$ cat src/design/u16u8_pkg.sv
package u16u8_pkg;

   // mode register codes; the two unused codes behave as legacy pass
   localparam logic [2:0] MODE_LEGACY   = 3'd0;
   localparam logic [2:0] MODE_UTF8_BOM = 3'd1;
   localparam logic [2:0] MODE_LE_BOM   = 3'd2;
   localparam logic [2:0] MODE_BE_BOM   = 3'd3;
   localparam logic [2:0] MODE_LE       = 3'd4;
   localparam logic [2:0] MODE_BE       = 3'd5;

   // register word index (paddr[2]) of the mode register
   localparam logic REG_MODE = 1'b0;

   localparam int MAX_BYTES = 6;

   localparam logic [5:0] HIGH_SURR_TAG = 6'b110110;
   localparam logic [5:0] LOW_SURR_TAG  = 6'b110111;

   typedef struct packed {
      logic [1:0] skip_count;
      logic       half_unit_seen;
      logic [7:0] first_half_byte;
      logic       surrogate_pending;
      logic [9:0] pending_high_bits;
   } stream_state_type;

   typedef struct packed {
      logic [3:0][7:0] bytes;
      logic [2:0]      len;
   } utf8_seq_type;

   typedef struct packed {
      logic [MAX_BYTES-1:0][7:0] bytes;
      logic [2:0]                count;
   } burst_type;

endpackage

$ cat src/design/u16u8_step.sv
module u16u8_step (
   input  logic [2:0]                  mode,
   input  u16u8_pkg::stream_state_type state_cur,
   input  logic [7:0]                  data_byte,
   input  logic                        end_of_stream,
   output u16u8_pkg::stream_state_type state_nxt,
   output u16u8_pkg::burst_type        burst
);

   function automatic u16u8_pkg::utf8_seq_type encode(logic [20:0] cp);
      u16u8_pkg::utf8_seq_type s;
      s.bytes = '0;
      if (cp < 21'h80) begin
         s.len      = 3'd1;
         s.bytes[0] = cp[7:0];
      end else if (cp < 21'h800) begin
         s.len      = 3'd2;
         s.bytes[0] = {3'b110, cp[10:6]};
         s.bytes[1] = {2'b10, cp[5:0]};
      end else if (cp < 21'h10000) begin
         s.len      = 3'd3;
         s.bytes[0] = {4'b1110, cp[15:12]};
         s.bytes[1] = {2'b10, cp[11:6]};
         s.bytes[2] = {2'b10, cp[5:0]};
      end else begin
         s.len      = 3'd4;
         s.bytes[0] = {5'b11110, cp[20:18]};
         s.bytes[1] = {2'b10, cp[17:12]};
         s.bytes[2] = {2'b10, cp[11:6]};
         s.bytes[3] = {2'b10, cp[5:0]};
      end
      return s;
   endfunction

   function automatic u16u8_pkg::burst_type append_seq(u16u8_pkg::burst_type acc,
                                                       u16u8_pkg::utf8_seq_type seq);
      logic [3:0]           pos;
      u16u8_pkg::burst_type r;
      r = acc;
      for (int k = 0; k < 4; k++) begin
         pos = {1'b0, acc.count} + 4'(k);
         if (3'(k) < seq.len && pos < 4'(u16u8_pkg::MAX_BYTES)) begin
            r.bytes[pos[2:0]] = seq.bytes[k];
         end
      end
      r.count = acc.count + seq.len;
      return r;
   endfunction

   logic [1:0]  bom_len;
   logic        wide;
   logic        little;
   logic [15:0] unit;
   logic        paired;
   u16u8_pkg::utf8_seq_type single;

   always_comb begin
      case (mode)
         u16u8_pkg::MODE_UTF8_BOM: bom_len = 2'd3;
         u16u8_pkg::MODE_LE_BOM,
         u16u8_pkg::MODE_BE_BOM:   bom_len = 2'd2;
         default:                  bom_len = 2'd0;
      endcase
      wide   = (mode == u16u8_pkg::MODE_LE_BOM) || (mode == u16u8_pkg::MODE_BE_BOM) ||
               (mode == u16u8_pkg::MODE_LE) || (mode == u16u8_pkg::MODE_BE);
      little = (mode == u16u8_pkg::MODE_LE_BOM) || (mode == u16u8_pkg::MODE_LE);
      unit   = little ? {data_byte, state_cur.first_half_byte}
                      : {state_cur.first_half_byte, data_byte};
      single          = '0;
      single.len      = 3'd1;
      single.bytes[0] = data_byte;
   end

   always_comb begin
      state_nxt = state_cur;
      burst     = '0;
      paired    = 1'b0;
      if (state_cur.skip_count < bom_len) begin
         state_nxt.skip_count = state_cur.skip_count + 2'd1;
      end else if (!wide) begin
         burst = append_seq(burst, single);
      end else if (!state_cur.half_unit_seen) begin
         state_nxt.half_unit_seen  = 1'b1;
         state_nxt.first_half_byte = data_byte;
      end else begin
         state_nxt.half_unit_seen  = 1'b0;
         state_nxt.first_half_byte = '0;
         if (state_cur.surrogate_pending) begin
            state_nxt.surrogate_pending = 1'b0;
            state_nxt.pending_high_bits = '0;
            if (unit[15:10] == u16u8_pkg::LOW_SURR_TAG) begin
               paired = 1'b1;
               burst  = append_seq(burst, encode({1'b0, state_cur.pending_high_bits,
                                                  unit[9:0]} + 21'h10000));
            end else begin
               // unpaired high surrogate goes out alone
               burst = append_seq(burst, encode({5'b0, u16u8_pkg::HIGH_SURR_TAG,
                                                 state_cur.pending_high_bits}));
            end
         end
         if (!paired) begin
            if (unit[15:10] == u16u8_pkg::HIGH_SURR_TAG) begin
               state_nxt.surrogate_pending = 1'b1;
               state_nxt.pending_high_bits = unit[9:0];
            end else begin
               burst = append_seq(burst, encode({5'b0, unit}));
            end
         end
      end
      if (end_of_stream) begin
         if (wide && state_nxt.surrogate_pending) begin
            burst = append_seq(burst, encode({5'b0, u16u8_pkg::HIGH_SURR_TAG,
                                              state_nxt.pending_high_bits}));
         end
         state_nxt = '0;
      end
   end

endmodule

$ cat src/design/utf16_to_utf8_decoder_core.sv
// Byte stream to UTF-8 transcoder. Each raw byte enters on req_ (tlast marks the final byte
// of a stream) and the UTF-8 bytes it completes leave on rsp_, one per item, with tlast on
// the last byte caused by that input; bytes that complete nothing (BOM bytes, first half of
// a UTF-16 unit, high surrogates) produce no output. The mode register selects legacy pass,
// UTF-8 with BOM, UTF-16 LE/BE with or without BOM; write it only between streams while the
// block is idle. Input goes through an input register, one pass of combinational decode,
// and a six-byte burst register that drains one byte per cycle while rsp_tready is high;
// each input yields 0 to 6 bytes, and the next burst loads once the current one empties,
// so the output serialiser sets the rate. Output comes from the burst register, loaded from
// the input register via the decode. All decode state clears after an item with tlast set.
module utf16_to_utf8_decoder_core (
   input  logic        clock,
   input  logic        reset,
   input  logic        req_tvalid,
   output logic        req_tready,
   input  logic [7:0]  req_tdata,   // [7:0] data_byte
   input  logic        req_tlast,   // end_of_stream
   output logic        rsp_tvalid,
   input  logic        rsp_tready,
   output logic [7:0]  rsp_tdata,   // [7:0] out_byte
   output logic        rsp_tlast,   // last_of_run
   input  logic        csr_psel,
   input  logic        csr_penable,
   input  logic        csr_pwrite,
   input  logic [2:0]  csr_paddr,
   input  logic [31:0] csr_pwdata,
   output logic [31:0] csr_prdata,
   output logic        csr_pready
);

   logic [2:0] mode_ff, mode_in;
   logic       in_valid_ff, in_valid_in;
   logic [7:0] in_byte_ff, in_byte_in;
   logic       in_eos_ff, in_eos_in;
   u16u8_pkg::stream_state_type state_ff, state_in, state_nxt;
   u16u8_pkg::burst_type        burst_ff, burst_in, burst_nxt;

   logic csr_write;
   logic req_take;
   logic rsp_take;
   logic burst_free;
   logic in_take;

   u16u8_step u_step (
      .mode          (mode_ff),
      .state_cur     (state_ff),
      .data_byte     (in_byte_ff),
      .end_of_stream (in_eos_ff),
      .state_nxt     (state_nxt),
      .burst         (burst_nxt)
   );

   assign csr_pready = 1'b1;
   assign csr_write  = csr_psel && csr_penable && csr_pwrite && csr_pready;
   assign csr_prdata = (csr_paddr[2] == u16u8_pkg::REG_MODE) ? {29'b0, mode_ff} : 32'b0;

   assign rsp_tvalid = (burst_ff.count != 3'd0);
   assign rsp_tdata  = burst_ff.bytes[0];
   assign rsp_tlast  = (burst_ff.count == 3'd1);
   assign rsp_take   = rsp_tvalid && rsp_tready;
   assign burst_free = !rsp_tvalid || (rsp_take && rsp_tlast);
   assign in_take    = in_valid_ff && burst_free;
   assign req_tready = !in_valid_ff || in_take;
   assign req_take   = req_tvalid && req_tready;

   always_comb begin
      mode_in = mode_ff;
      if (csr_write && csr_paddr[2] == u16u8_pkg::REG_MODE) begin
         mode_in = csr_pwdata[2:0];
      end

      in_valid_in = in_valid_ff;
      in_byte_in  = in_byte_ff;
      in_eos_in   = in_eos_ff;
      if (req_take) begin
         in_valid_in = 1'b1;
         in_byte_in  = req_tdata;
         in_eos_in   = req_tlast;
      end else if (in_take) begin
         in_valid_in = 1'b0;
      end

      state_in = in_take ? state_nxt : state_ff;

      // advance the burst one byte per taken item, reload when it empties
      burst_in = burst_ff;
      if (rsp_take) begin
         for (int i = 0; i < u16u8_pkg::MAX_BYTES - 1; i++) begin
            burst_in.bytes[i] = burst_ff.bytes[i+1];
         end
         burst_in.count = burst_ff.count - 3'd1;
      end
      if (in_take) begin
         burst_in = burst_nxt;
      end
   end

   always_ff @(posedge clock) begin
      if (reset) begin
         mode_ff        <= u16u8_pkg::MODE_LEGACY;
         in_valid_ff    <= 1'b0;
         state_ff       <= '0;
         burst_ff.count <= 3'd0;
      end else begin
         mode_ff        <= mode_in;
         in_valid_ff    <= in_valid_in;
         state_ff       <= state_in;
         burst_ff.count <= burst_in.count;
      end
      in_byte_ff     <= in_byte_in;
      in_eos_ff      <= in_eos_in;
      burst_ff.bytes <= burst_in.bytes;
   end

endmodule

$ cat config.mk
export PLATFORM = sky130hd
export DESIGN_NAME = utf16_to_utf8_decoder_core
export DESIGN_NICKNAME = d
export VERILOG_FILES = /design/src/design/u16u8_pkg.sv /design/src/design/u16u8_step.sv /design/src/design/utf16_to_utf8_decoder_core.sv
export SDC_FILE = /design/constraint.sdc
export NUM_CORES = 1
export LEC_CHECK = 0
export BUFFER_PORTS_ARGS = -buffer_cell sky130_fd_sc_hd__buf_2
export CAP_MARGIN = 20
export CORE_UTILIZATION = 45
export DETAILED_ROUTE_END_ITERATION = 12
export PLACE_DENSITY = 0.65
export RECOVER_POWER = 100
export SLEW_MARGIN = 20
export SYNTH_ARGS = -nofsm -noshare
export SYNTH_HDL_FRONTEND = slang
export SYNTH_SLANG_ARGS = --single-unit
$ cat constraint.sdc
create_clock -name clock -period 6.1 [get_ports clock]
set_input_delay 0 -clock clock [delete_from_list [all_inputs] [get_ports clock]]
set_output_delay 0 -clock clock [all_outputs]
set_load 0.01 [all_outputs]
==> key figures, run 1 <==
Critical path
  – Critical path class: reg -> reg
  – Most used cell, CP: inv_1
  – Last element of the critical path: burst_ff[26]
  – CP Cell Sequence: ha_1 -> or3b_2 -> a21oi_1 -> buf_4 -> buf_4 -> nand3_1 -> nand3_1 -> nand2_1 -> inv_1 -> fa_1 -> and3_1 -> a41oi_1 -> inv_1 -> ha_1 -> inv_1 -> a21oi_1 -> o21ai_2 -> a31oi_1 -> a311oi_1 -> o21ai_0
  – Crit path required time: 6.10 ns
  – Worst-path maximum fanout: 16
  – Setup slack, reg-to-reg: 0.54 ns
  – Worst R2R Path Depth: 20
  – Startpoint Class: flip-flop
  – Worst r2r dst: burst_ff[26]
  – Critical Path AT: 5.55 ns
  – CP endpoint kind: flip-flop
  – CP max stage cell: dfxtp_1
  – Largest stage delay on the critical path: 0.50 ns
  – Crit. Startpoint: state_ff[7]
  – Reg2reg start: state_ff[7]

Floorplan
  – Die ar.: 14800 um^2
  – Die height: 122 um
  – Initial Utilization: 46.3%
  – Cell row count: 43
  – Number of I/O pins: 95
  – Core Region: 13900 um^2
  – Die W: 122 um

Placed design
  – Placed cell count: 970
  – Final HPWL from detailed placement: 17700 um
  – I/O Buffers: 33
  – Gp weighted congestion: 1.02

Timing
  – Worst-Margin Slew: 2.98 ns
  – Setup_tns: 0 ns
  – Setup violations, final: 0
  – Tmin final: 5.56 ns
  – Fmax achieved: 180 MHz
  – Final Skew: 0.0132 ns
  – Slew headroom: -98.7%
  – Final Hold Vio Count: 0
  – Final worst path period share: 91.1%
  – Slew Viols, Final: 113
  – Unrepaired setup endpoints after global routing: false

Pwr
  – Comb pwr share: 30.3%
  – Total Power: 2.18 mW
  – Leak pwr: 2.53 nW
  – Clock share of power: 26.9%
  – Power Internal: 1.41 mW
  – PwrDens: 309 nW/um^2
  – Sw Pwr: 0.767 mW
  – Sw frac: 35.2%
  – Reg power frac: 42.8%
  – Worst vdd ir: 0.401 mV

Logic synthesis
  – Synth Register Bits: 86
  – Largest cells by area after synthesis: edfxtp_1 27%, dfxtp_1 9.0%, nor2_1 5.5%, o21ai_0 5.0%, nand2_1 4.9%
  – Synthesis Warnings: 0
  – Most used DFF post-synth: edfxtp_1
  – Synth top area share: 26.5%
  – Count of unique library cells instantiated by Yosys: 85
  – Avg Cell Area, Syn: 8.13 um^2
  – Post-synthesis instance area: 6450 um^2
  – Yosys top cell by area: edfxtp_1
  – Cells after Synth: 794
  – Post-synth EDFFs: 57
  – Ys async rst share: 0%
  – Sequential-to-total area share from yosys stat: 35.5%

Finish
  – Finished Layout Cells: 1000
  – Commonest non-fill, non-tap cells in the layout: 94 x nor2_1, 83 x nand2_1, 70 x o21ai_0, 57 x edfxtp_1, 55 x a21oi_1
  – Commonest non-fill, non-tap cell in the layout: nor2_1
  – Share of cells above drive strength 1: 9.51%
  – Nets: 874
  – Diodes inserted: 0
  – Area grow syn2layout: 9.15%

Global routing
  – Grt total ovfl: 0
  – Met1 Use GR: 45.1%
  – Vias in the first global route: 6002
  – Met2 usage: 51.3%
  – Grt peak-use layer: met2
  – Initial antenna violation count: 0
  – Largest net degree at the start of global routing: 71
  – Overall Global Routing Usage: 33.9%
  – First-pass GRT wire length: 36500 um
  – Met3 usage: 6.51%

Clocking
  – H-tree lvl count: 3
  – TritonCTS clock tree: done
  – CTS resizes: 0
  – Clk sinks: 86
  – Clock root cell: clkbuf_16
  – Clk_lat worst skew: 0.36 ns
  – Clock-pin slew on the worst setup and hold paths: 0.08 ns
  – CTS Buf Count: 9
  – Clk buf depth: 2

Detailed routing
  – Via count: 6515
  – DRC: 0
  – Routed WL: 24100 um
  – First-pass detailed-route iteration total: 6
  – WL/cell: 24.1 um
  – Routed vias/inst: 6.52
  – Final ANT Viol Nets: 0
  – Starting DRT DRC Count: 988

Min path
  – Min-Delay Path Class: in -> reg
  – Min-delay src: reset

Run status
  – Failing checks: max-capacitance violations, max-slew violations
  – Outcome: finished with violations

Run
  – Maxcap violations: 2
-- flip-flops by register name, summed over array words and instances (netlist names) --
| signal | cells |
|---|---|
| in_eos_ff | 1 |
| burst_ff | 43 |
| in_byte_ff | 8 |
| state_ff | 22 |
| mode_ff | 3 |
| rsp_tdata | 8 |
| in_valid_ff | 1 |
-- cell type report --
class	instances	area, um^2
multi-input combinational	631	3710
timing repair buffer	68	430
clock buffer	9	225
sequential	86	2290
inverter	19	73.8
fill	1380	6890
clock inverter	7	90.1
tap	180	225
-- critical path: cells and delay by family, from the launching register on --
family / cells / cell delay, ns
DFF: 1 / 0.50
adders and majority gates: 3 / 1.01
and+or+nand+nor: 5 / 1.14
AOI/OAI and AO/OA: 7 / 1.78
buffers and inverters: 5 / 0.75
-- through the flow --
step	cell area [um^2]	hold slack [ns]	worst slack, ns	utilization [%]
4_1_cts	7090	0.126	0.795	50.9
5_1_grt	7040	0.166	0.250	50.5
2_1_floorplan	6560	0.0429	1.67	-
3_5_place_dp	6630	0.179	0.832	47.6
6_report	7040	0.137	0.543	50.5
3_3_place_gp	6630	0.177	0.960	47.6
-- kinds of logic (layout without fill, tap and decap cells) --
logic type,count (synthesis),count (layout),synth area share [%]
simple gates,288,288,21.3
xor+xnor,3,3,0.524
other cells,2,31,0.116
flops,86,86,35.5
compound gates,287,287,30.0
fa+ha+maj,8,8,1.67
mux,14,14,2.27
buf+inv,106,103,8.59
-- power by group through the flow --
stage / Combinational, mW / Sequential, mW / Clock (mW)
2_1_floorplan: 0.504 / 0.911 / 0
3_3_place_gp: 0.642 / 0.929 / 0
3_5_place_dp: 0.655 / 0.935 / 0
4_1_cts: 0.663 / 0.923 / 0.593
5_1_grt: 0.721 / 0.947 / 0.615
6_report: 0.658 / 0.932 / 0.586
-- metal layers --
metal	vias up	routed length, um
li1	2950	-
met1	3106	10100
met2	384	10800
met3	75	2110
met4	0	1200
met5	-	0
-- worst min-delay path by stage --
stage                     slack [ns]       endpoint  cells after the start
after floorplan                 0.04  csr_prdata[0]                      1
after global placement          0.18  in_byte_ff[5]                      1
after detailed placement        0.18  in_byte_ff[6]                      1
after CTS                       0.13     mode_ff[2]                      4
after global routing            0.17    state_ff[9]                      2
final                           0.14   state_ff[20]                      2
-- repair_timing --
item / in CTS / in global routing
hold buffers: 14 / 0
endpoints found under the hold margin: 14 / 0
buffers inserted: 0 / 0
-- cells in the mapped netlist, drive strengths merged (19+ instances only) --
cell type	instances
inv	19
a22oi	29
nor2	94
nand3	20
o22ai	19
clkbuf	39
a21oi	56
nor3	19
dfxtp	29
nand2	85
buf	48
o21ai	75
edfxtp	57
Note: power is estimated with default switching activity, not from simulation.
==> run 2, diff against run 1 <==
==> constraint.sdc (replaced) <==
create_clock -name clock -period 6.1 [get_ports clock]
set_input_delay 1.22 -clock clock [delete_from_list [all_inputs] [get_ports clock]]
set_output_delay 1.22 -clock clock [all_outputs]
set_load 0.01 [all_outputs]
==> run 2 against run 1 <==
The flow still finishes with violations (max-capacitance violations, max-slew violations). Largest cell class unchanged. Clock skew is 0.0028 ns lower. Sequential share of layout area is 0.85 points higher. Routed wire length is 0.19% lower. Critical path depth is 4 lower. Die area stayed put. Sequential power hardly changed. Fmax is 0.25% higher. Non-clock buffer count is 15 lower. Critical path type unchanged. Flip-flop and latch count stayed put. Highest routed layer unchanged. Via count is 0.98% higher.
==> key figures, run 2 (synthesis results as in run 1) <==
Finish
  – Share of cells above drive strength 1: 8.82% (-0.69 points)
  – Largest register FFs: 43 (unchanged)
  – Area grow syn2layout: 6.38%
  – Top Registers: burst_ff (43), state_ff (22)
  – Commonest non-fill, non-tap cell in the layout: nor2_1
  – Post-layout instance area: 6860 um^2 (-2.5%)
  – Register with the most flip-flops: burst_ff
  – Filler cell count: 1352 (-2.0%)
  – Diodes inserted: 0 (unchanged)
  – Nets: 859 (-1.7%)
  – Commonest non-fill, non-tap cells in the layout: 94 x nor2_1, 84 x nand2_1, 70 x o21ai_0, 57 x edfxtp_1, 55 x a21oi_1

Floorplan
  – Die W: 122 um (unchanged)
  – Cell row count: 43 (unchanged)
  – Die ar.: 14800 um^2 (unchanged)
  – Core Region: 13900 um^2 (unchanged)
  – Initial Utilization: 46.3% (unchanged)
  – Number of I/O pins: 95 (unchanged)
  – Die height: 122 um (unchanged)

Critical path
  – Startpoint Class: flip-flop
  – CP Cell Sequence: xor2_2 -> nand2_4 -> o22a_1 -> buf_4 -> o21ai_0 -> or2_2 -> nor2_1 -> fa_1 -> and3_1 -> a41oi_1 -> clkbuf_1 -> ha_1 -> nand2b_1 -> o32a_1 -> nand2b_1 -> o311ai_0
  – Crit path required time: 6.24 ns (+0.14 ns)
  – Worst R2R Path Depth: 16 (-20%)
  – Worst path depth: 16 (-20%)
  – Critical Path AT: 5.68 ns (+0.13 ns)
  – CP bufs+invs: 2 (-3)
  – CP endpoint kind: flip-flop
  – Critical path class: reg -> reg
  – Reg2reg start: mode_ff[2]
  – CP max stage cell: xor2_2
  – Worst r2r dst: burst_ff[37]
  – Setup slack, reg-to-reg: 0.56 ns (about the same)
  – Largest stage delay on the critical path: 0.51 ns (about the same)
  – CP delay by family, top: compound AO/OA/AOI/OAI gates
  – Most used cell, CP: nand2b_1
  – Worst-path maximum fanout: 25 (+9)

Timing
  – Final Hold Vio Count: 0 (unchanged)
  – Fmax achieved: 180 MHz (+0.25%)
  – Slew headroom: -52.1% (+47 points)
  – Unrepaired setup endpoints after global routing: false
  – Setup_tns: 0 ns (unchanged)
  – Worst-Margin Slew: 2.28 ns (-0.700 ns)
  – Final worst path period share: 90.9% (-0.23 points)
  – Slew Viols, Final: 41 (-64%)
  – Hold_ws: 0.464 ns (+0.327 ns)
  – Tmin final: 5.54 ns (-0.0140 ns)
  – Final Skew: 0.0104 ns (-0.00282 ns)
  – Setup violations, final: 0 (unchanged)

Clocking
  – Clock root cell: clkbuf_16
  – CTS Buf Count: 9 (unchanged)
  – Clk_lat worst skew: 0.36 ns (about the same)
  – TritonCTS clock tree: done
  – Clk buf depth: 2 (unchanged)
  – Postcts setup bufs: 0 (unchanged)
  – CTS resizes: 0 (unchanged)
  – CTS Hold Bufs: 0 (-14)
  – H-tree lvl count: 3 (unchanged)
  – Clock-pin slew on the worst setup and hold paths: 0.07 ns (about the same)
  – Clk sinks: 86 (unchanged)

Detailed routing
  – Final ANT Viol Nets: 0 (unchanged)
  – WL/cell: 24.5 um (+1.3%)
  – Routed vias/inst: 6.68 (+2.5%)
  – Routed WL: 24100 um (-0.19%)
  – Starting DRT DRC Count: 1116 (+13%)
  – DRC: 0 (unchanged)
  – Via count: 6579 (+0.98%)
  – First-pass detailed-route iteration total: 6 (unchanged)

Pwr
  – Reg power frac: 42.7% (about the same)
  – Sw frac: 35.8% (+0.60 points)
  – Power Internal: 1.40 mW (-0.78%)
  – Leak pwr: 2.43 nW (-3.7%)
  – Comb pwr share: 29.9% (-0.4 points)
  – Worst vdd ir: 0.275 mV (-31%)
  – PwrDens: 317 nW/um^2 (+2.8%)
  – Sw Pwr: 0.781 mW (+1.8%)
  – Clock share of power: 27.3% (+0.4 points)

Placed design
  – I/O Buffers: 33 (unchanged)
  – Placed instance area: 6630 um^2 (about the same)
  – Final HPWL from detailed placement: 17600 um (-0.87%)
  – Gp weighted congestion: 1.00 (-1.6%)

Min path
  – WHS Endpoint: burst_ff[1]
  – Min-delay src: burst_ff[1]
  – Hold Crit Depth: 2 (unchanged)
  – Min-Delay Path Class: reg -> reg

Global routing
  – First-pass GRT wire length: 36800 um (+0.62%)
  – Largest net degree at the start of global routing: 45 (-37%)
  – Initial antenna violation count: 0 (unchanged)
  – Overall Global Routing Usage: 33.8% (about the same)
  – Vias in the first global route: 5990 (-0.20%)
  – Grt total ovfl: 0 (unchanged)

Run status
  – Outcome: finished with violations
  – Failing checks: max-capacitance violations, max-slew violations

Run
  – Maxcap violations: 1 (-1)
run 2: changes by cell type in the layout (fill, tap and decap cells not counted), sizes merged:
cell	before	now
buf	36	31
clkbuf	27	31
dlygate4sd3	14	0
run 2: stage by stage:
step / worst slack (ns) / std cells / utilization, % / total power, mW
floorplan: 1.67 / 823 / - / 1.41
CTS: 0.846 / 985 / 49.8 / 2.19
detailed placement: 0.897 / 969 / 47.6 / 1.59
global placement: 0.959 / 969 / 47.5 / 1.57
finish: 0.557 / 985 / 49.3 / 2.18
global route: 0.266 / 985 / 49.3 / 2.28
run 2: metal layers:
layer / part of all wire (%) / track usage, % / vias up
met5: 0 / 0 / -
met4: 5.0 / 17.7 / 0
met3: 11 / 7.16 / 83
met2: 43 / 48.6 / 474
met1: 41 / 47.3 / 3100
li1: - / - / 2922
run 2: worst max path at each step:
stage / start / to / slack [ns]
floorplan: state_ff[7] / burst_ff[19] / 1.67
global placement: mode_ff[2] / burst_ff[24] / 0.96
detailed placement: state_ff[6] / burst_ff[26] / 0.90
CTS: state_ff[6] / burst_ff[19] / 0.85
global route: state_ff[6] / burst_ff[37] / 0.27
finish: mode_ff[2] / burst_ff[37] / 0.56
run 2: worst reg2reg max path, stage by stage (launching register included):
cell	delay [ns]
dfxtp_1	0.46
xor2_2	0.51
nand2_4	0.33
o22a_1	0.31
buf_4	0.19
o21ai_0	0.46
or2_2	0.29
nor2_1	0.08
fa_1	0.47
and3_1	0.16
a41oi_1	0.20
clkbuf_1	0.24
ha_1	0.39
nand2b_1	0.23
o32a_1	0.35
nand2b_1	0.26
o311ai_0	0.40
run 2: power groups by stage:
stage | clock [mW] | combinational, mW | sequential (mW)
floorplan | 0 | 0.504 | 0.911
global placement | 0 | 0.644 | 0.928
detailed placement | 0 | 0.655 | 0.934
CTS | 0.603 | 0.661 | 0.921
global route | 0.629 | 0.706 | 0.945
finish | 0.596 | 0.652 | 0.930
run 2: cell type report:
class	instances	area (um^2)	area share (%)
Sequential cell	86	2290	33.4
Tap cell	180	225	3.28
Inverter	19	73.8	1.08
Clock buffer	9	225	3.28
Multi-Input combinational cell	631	3680	53.7
Timing Repair Buffer	53	273	3.97
Clock inverter	7	90.1	1.31
==> run 3, diff against run 2 <==
--- a/config.mk
+++ b/config.mk
@@ -7,9 +7,11 @@
 export LEC_CHECK = 0
 export BUFFER_PORTS_ARGS = -buffer_cell sky130_fd_sc_hd__buf_2
 export CAP_MARGIN = 20
-export CORE_UTILIZATION = 45
+export CELL_PAD_IN_SITES_DETAIL_PLACEMENT = 0
+export CELL_PAD_IN_SITES_GLOBAL_PLACEMENT = 2
+export CORE_UTILIZATION = 34
 export DETAILED_ROUTE_END_ITERATION = 12
-export PLACE_DENSITY = 0.65
+export PLACE_DENSITY_LB_ADDON = 0.1
 export RECOVER_POWER = 100
 export SLEW_MARGIN = 20
 export SYNTH_ARGS = -nofsm -noshare
==> run 3 against run 2 <==
The run still ends with max-capacitance violations, max-slew violations left. Power down 0.52%. Critical path depth up 3. Combinational power about the same. Sequential power about the same. Global-route usage down 8.1 points. Setup slack worse by 0.24 ns. Non-clock buffer count up 3. Clock power down 1%. Cell area up 1.4%. Count of clock-buffer cells in the layout unchanged. Critical path type unchanged.
==> key figures, run 3 (synthesis results as in run 1) <==
Clocking
  – CTS Buf Count: 9 (unchanged)
  – H-tree lvl count: 3 (unchanged)
  – Clock root cell: clkbuf_16
  – Clk buf depth: 2 (unchanged)
  – Clk_lat worst skew: 0.35 ns (about the same)
  – CTS resizes: 0 (unchanged)
  – CTS Hold Bufs: 0 (unchanged)
  – Clk sinks: 86 (unchanged)
  – Clock-pin slew on the worst setup and hold paths: 0.07 ns (about the same)
  – Postcts setup bufs: 0 (unchanged)
  – TritonCTS clock tree: done

Floorplan
  – Die ar.: 19500 um^2 (+32%)
  – Number of I/O pins: 95 (unchanged)
  – Core Region: 18600 um^2 (+34%)
  – Die W: 140 um (+15%)
  – Initial Utilization: 34.6% (-12 points)
  – Die height: 140 um (+15%)
  – Cell row count: 50 (+16%)

Pwr
  – Worst vdd ir: 0.244 mV (-11%)
  – Total Power: 2.17 mW (-0.52%)
  – PwrDens: 311 nW/um^2 (-1.9%)
  – Leak pwr: 2.48 nW (+1.9%)

Critical path
  – Critical Path AT: 5.85 ns (+0.17 ns)
  – Critical path class: reg -> reg
  – CP max stage cell: o41ai_1
  – Most used cell, CP: inv_1
  – CP Cell Sequence: ha_1 -> or3b_2 -> a21oi_1 -> buf_4 -> o21ai_1 -> nand3_1 -> nand2_1 -> inv_1 -> fa_1 -> and3_1 -> a41oi_2 -> inv_1 -> ha_1 -> inv_1 -> and3_1 -> o21ai_2 -> a221oi_4 -> a211oi_1 -> o41ai_1
  – Reg2reg start: state_ff[7]
  – Worst R2R Path Depth: 19 (+3)
  – Startpoint Class: flip-flop
  – Crit path required time: 6.17 ns (-0.07 ns)
  – Worst r2r dst: burst_ff[19]
  – Worst-path maximum fanout: 14 (-44%)
  – CP endpoint kind: flip-flop
  – Largest stage delay on the critical path: 0.52 ns (about the same)
  – Setup slack, reg-to-reg: 0.32 ns (-0.24 ns)

Finish
  – Register with the most flip-flops: burst_ff
  – Share of cells above drive strength 1: 9.65% (+0.83 points)
  – Top Registers: burst_ff (43), state_ff (22)
  – Filler cell count: 1987 (+47%)
  – Largest register FFs: 43 (unchanged)
  – Area grow syn2layout: 7.85%
  – Post-layout instance area: 6960 um^2 (+1.4%)
  – Commonest non-fill, non-tap cell in the layout: nor2_1
  – Commonest non-fill, non-tap cells in the layout: 94 x nor2_1, 83 x nand2_1, 68 x o21ai_0, 57 x edfxtp_1, 55 x a21oi_1
  – Nets: 862 (+0.35%)
  – Diodes inserted: 0 (unchanged)

Timing
  – Final Skew: 0.0127 ns (+0.00224 ns)
  – Slew Viols, Final: 112 (+170%)
  – Slew headroom: -96.6% (-44 points)
  – Setup_tns: 0 ns (unchanged)
  – Tmin final: 5.78 ns (+0.239 ns)
  – Setup violations, final: 0 (unchanged)
  – Unrepaired setup endpoints after global routing: false
  – Final worst path period share: 94.8% (+3.9 points)
  – Hold_ws: 0.459 ns (-0.00500 ns)
  – Worst-Margin Slew: 2.95 ns (+0.667 ns)
  – Fmax achieved: 173 MHz (-4.1%)
  – Final Hold Vio Count: 0 (unchanged)

Detailed routing
  – WL/cell: 23.7 um (-3.2%)
  – Routed vias/inst: 6.22 (-6.9%)
  – First-pass detailed-route iteration total: 5 (-1)
  – DRC: 0 (unchanged)
  – Final ANT Viol Nets: 0 (unchanged)
  – Starting DRT DRC Count: 743 (-33%)
  – Via count: 6477 (-1.6%)
  – Routed WL: 24700 um (+2.4%)

Placed design
  – Final HPWL from detailed placement: 17900 um (+2.0%)
  – I/O Buffers: 33 (unchanged)
  – Placed instance area: 6710 um^2 (+1.2%)
  – Gp weighted congestion: 0.982 (-2.0%)

Min path
  – WHS Endpoint: burst_ff[1]
  – Hold Crit Depth: 2 (unchanged)
  – Min-delay src: burst_ff[1]
  – Min-Delay Path Class: reg -> reg

Global routing
  – Largest net degree at the start of global routing: 70 (+56%)
  – Initial antenna violation count: 0 (unchanged)
  – Vias in the first global route: 5993 (+0.050%)
  – First-pass GRT wire length: 38100 um (+3.6%)
  – Overall Global Routing Usage: 25.8% (-8.1 points)
  – Grt total ovfl: 0 (unchanged)

Run status
  – Outcome: finished with violations
  – Failing checks: max-capacitance violations, max-slew violations

Run
  – Maxcap violations: 2 (+1)
run 3: report_power, final:
group	internal (mW)	total, mW	switching, mW
logic	0.210	0.652	0.443
registers	0.865	0.927	0.0615
clock network	0.325	0.588	0.263
run 3: metal layers:
layer / vias to the layer above / wire length, um / GRT usage, %
met1: 3105 / 10900 / 36.6
met5: - / 0 / 0
li1: 2940 / - / -
met2: 376 / 10900 / 39.1
met4: 0 / 837 / 9.08
met3: 56 / 2030 / 4.54
run 3: worst max-delay path by stage:
| stage | from | to | slack, ns | depth (start not counted) |
|---|---|---|---|---|
| after CTS | state_ff[7] | burst_ff[24] | 0.58 | 19 |
| after global routing | state_ff[7] | burst_ff[26] | 0.17 | 19 |
| after floorplan | state_ff[7] | burst_ff[19] | 1.67 | 19 |
| after detailed placement | state_ff[7] | burst_ff[24] | 0.60 | 19 |
| after global placement | state_ff[7] | burst_ff[26] | 0.68 | 19 |
| final | state_ff[7] | burst_ff[19] | 0.32 | 19 |
run 3: critical path: cells and delay by family (launching register included):
kind	cells	cell delay (ns)
simple gates	5	1.36
compound gates	7	1.99
fa+ha+maj	3	1.02
flops	1	0.51
buf+inv	4	0.61
run 3: area by class of cell:
cell class,instances,area [um^2],area share [%]
Clock buffer,9,225,3.24
Clock inverter,7,80.1,1.15
Inverter,19,73.8,1.06
Multi-Input combinational cell,631,3690,53.0
Sequential cell,86,2290,32.9
Tap cell,234,293,4.21
Timing Repair Buffer,56,304,4.37
run 3: metrics by stage:
step	setup WS, ns	cells	util (%)
global route	0.170	1042	37.3
floorplan	1.67	823	-
detailed placement	0.605	1025	36.0
global placement	0.684	1025	36.0
finish	0.318	1042	37.3
CTS	0.584	1041	37.6
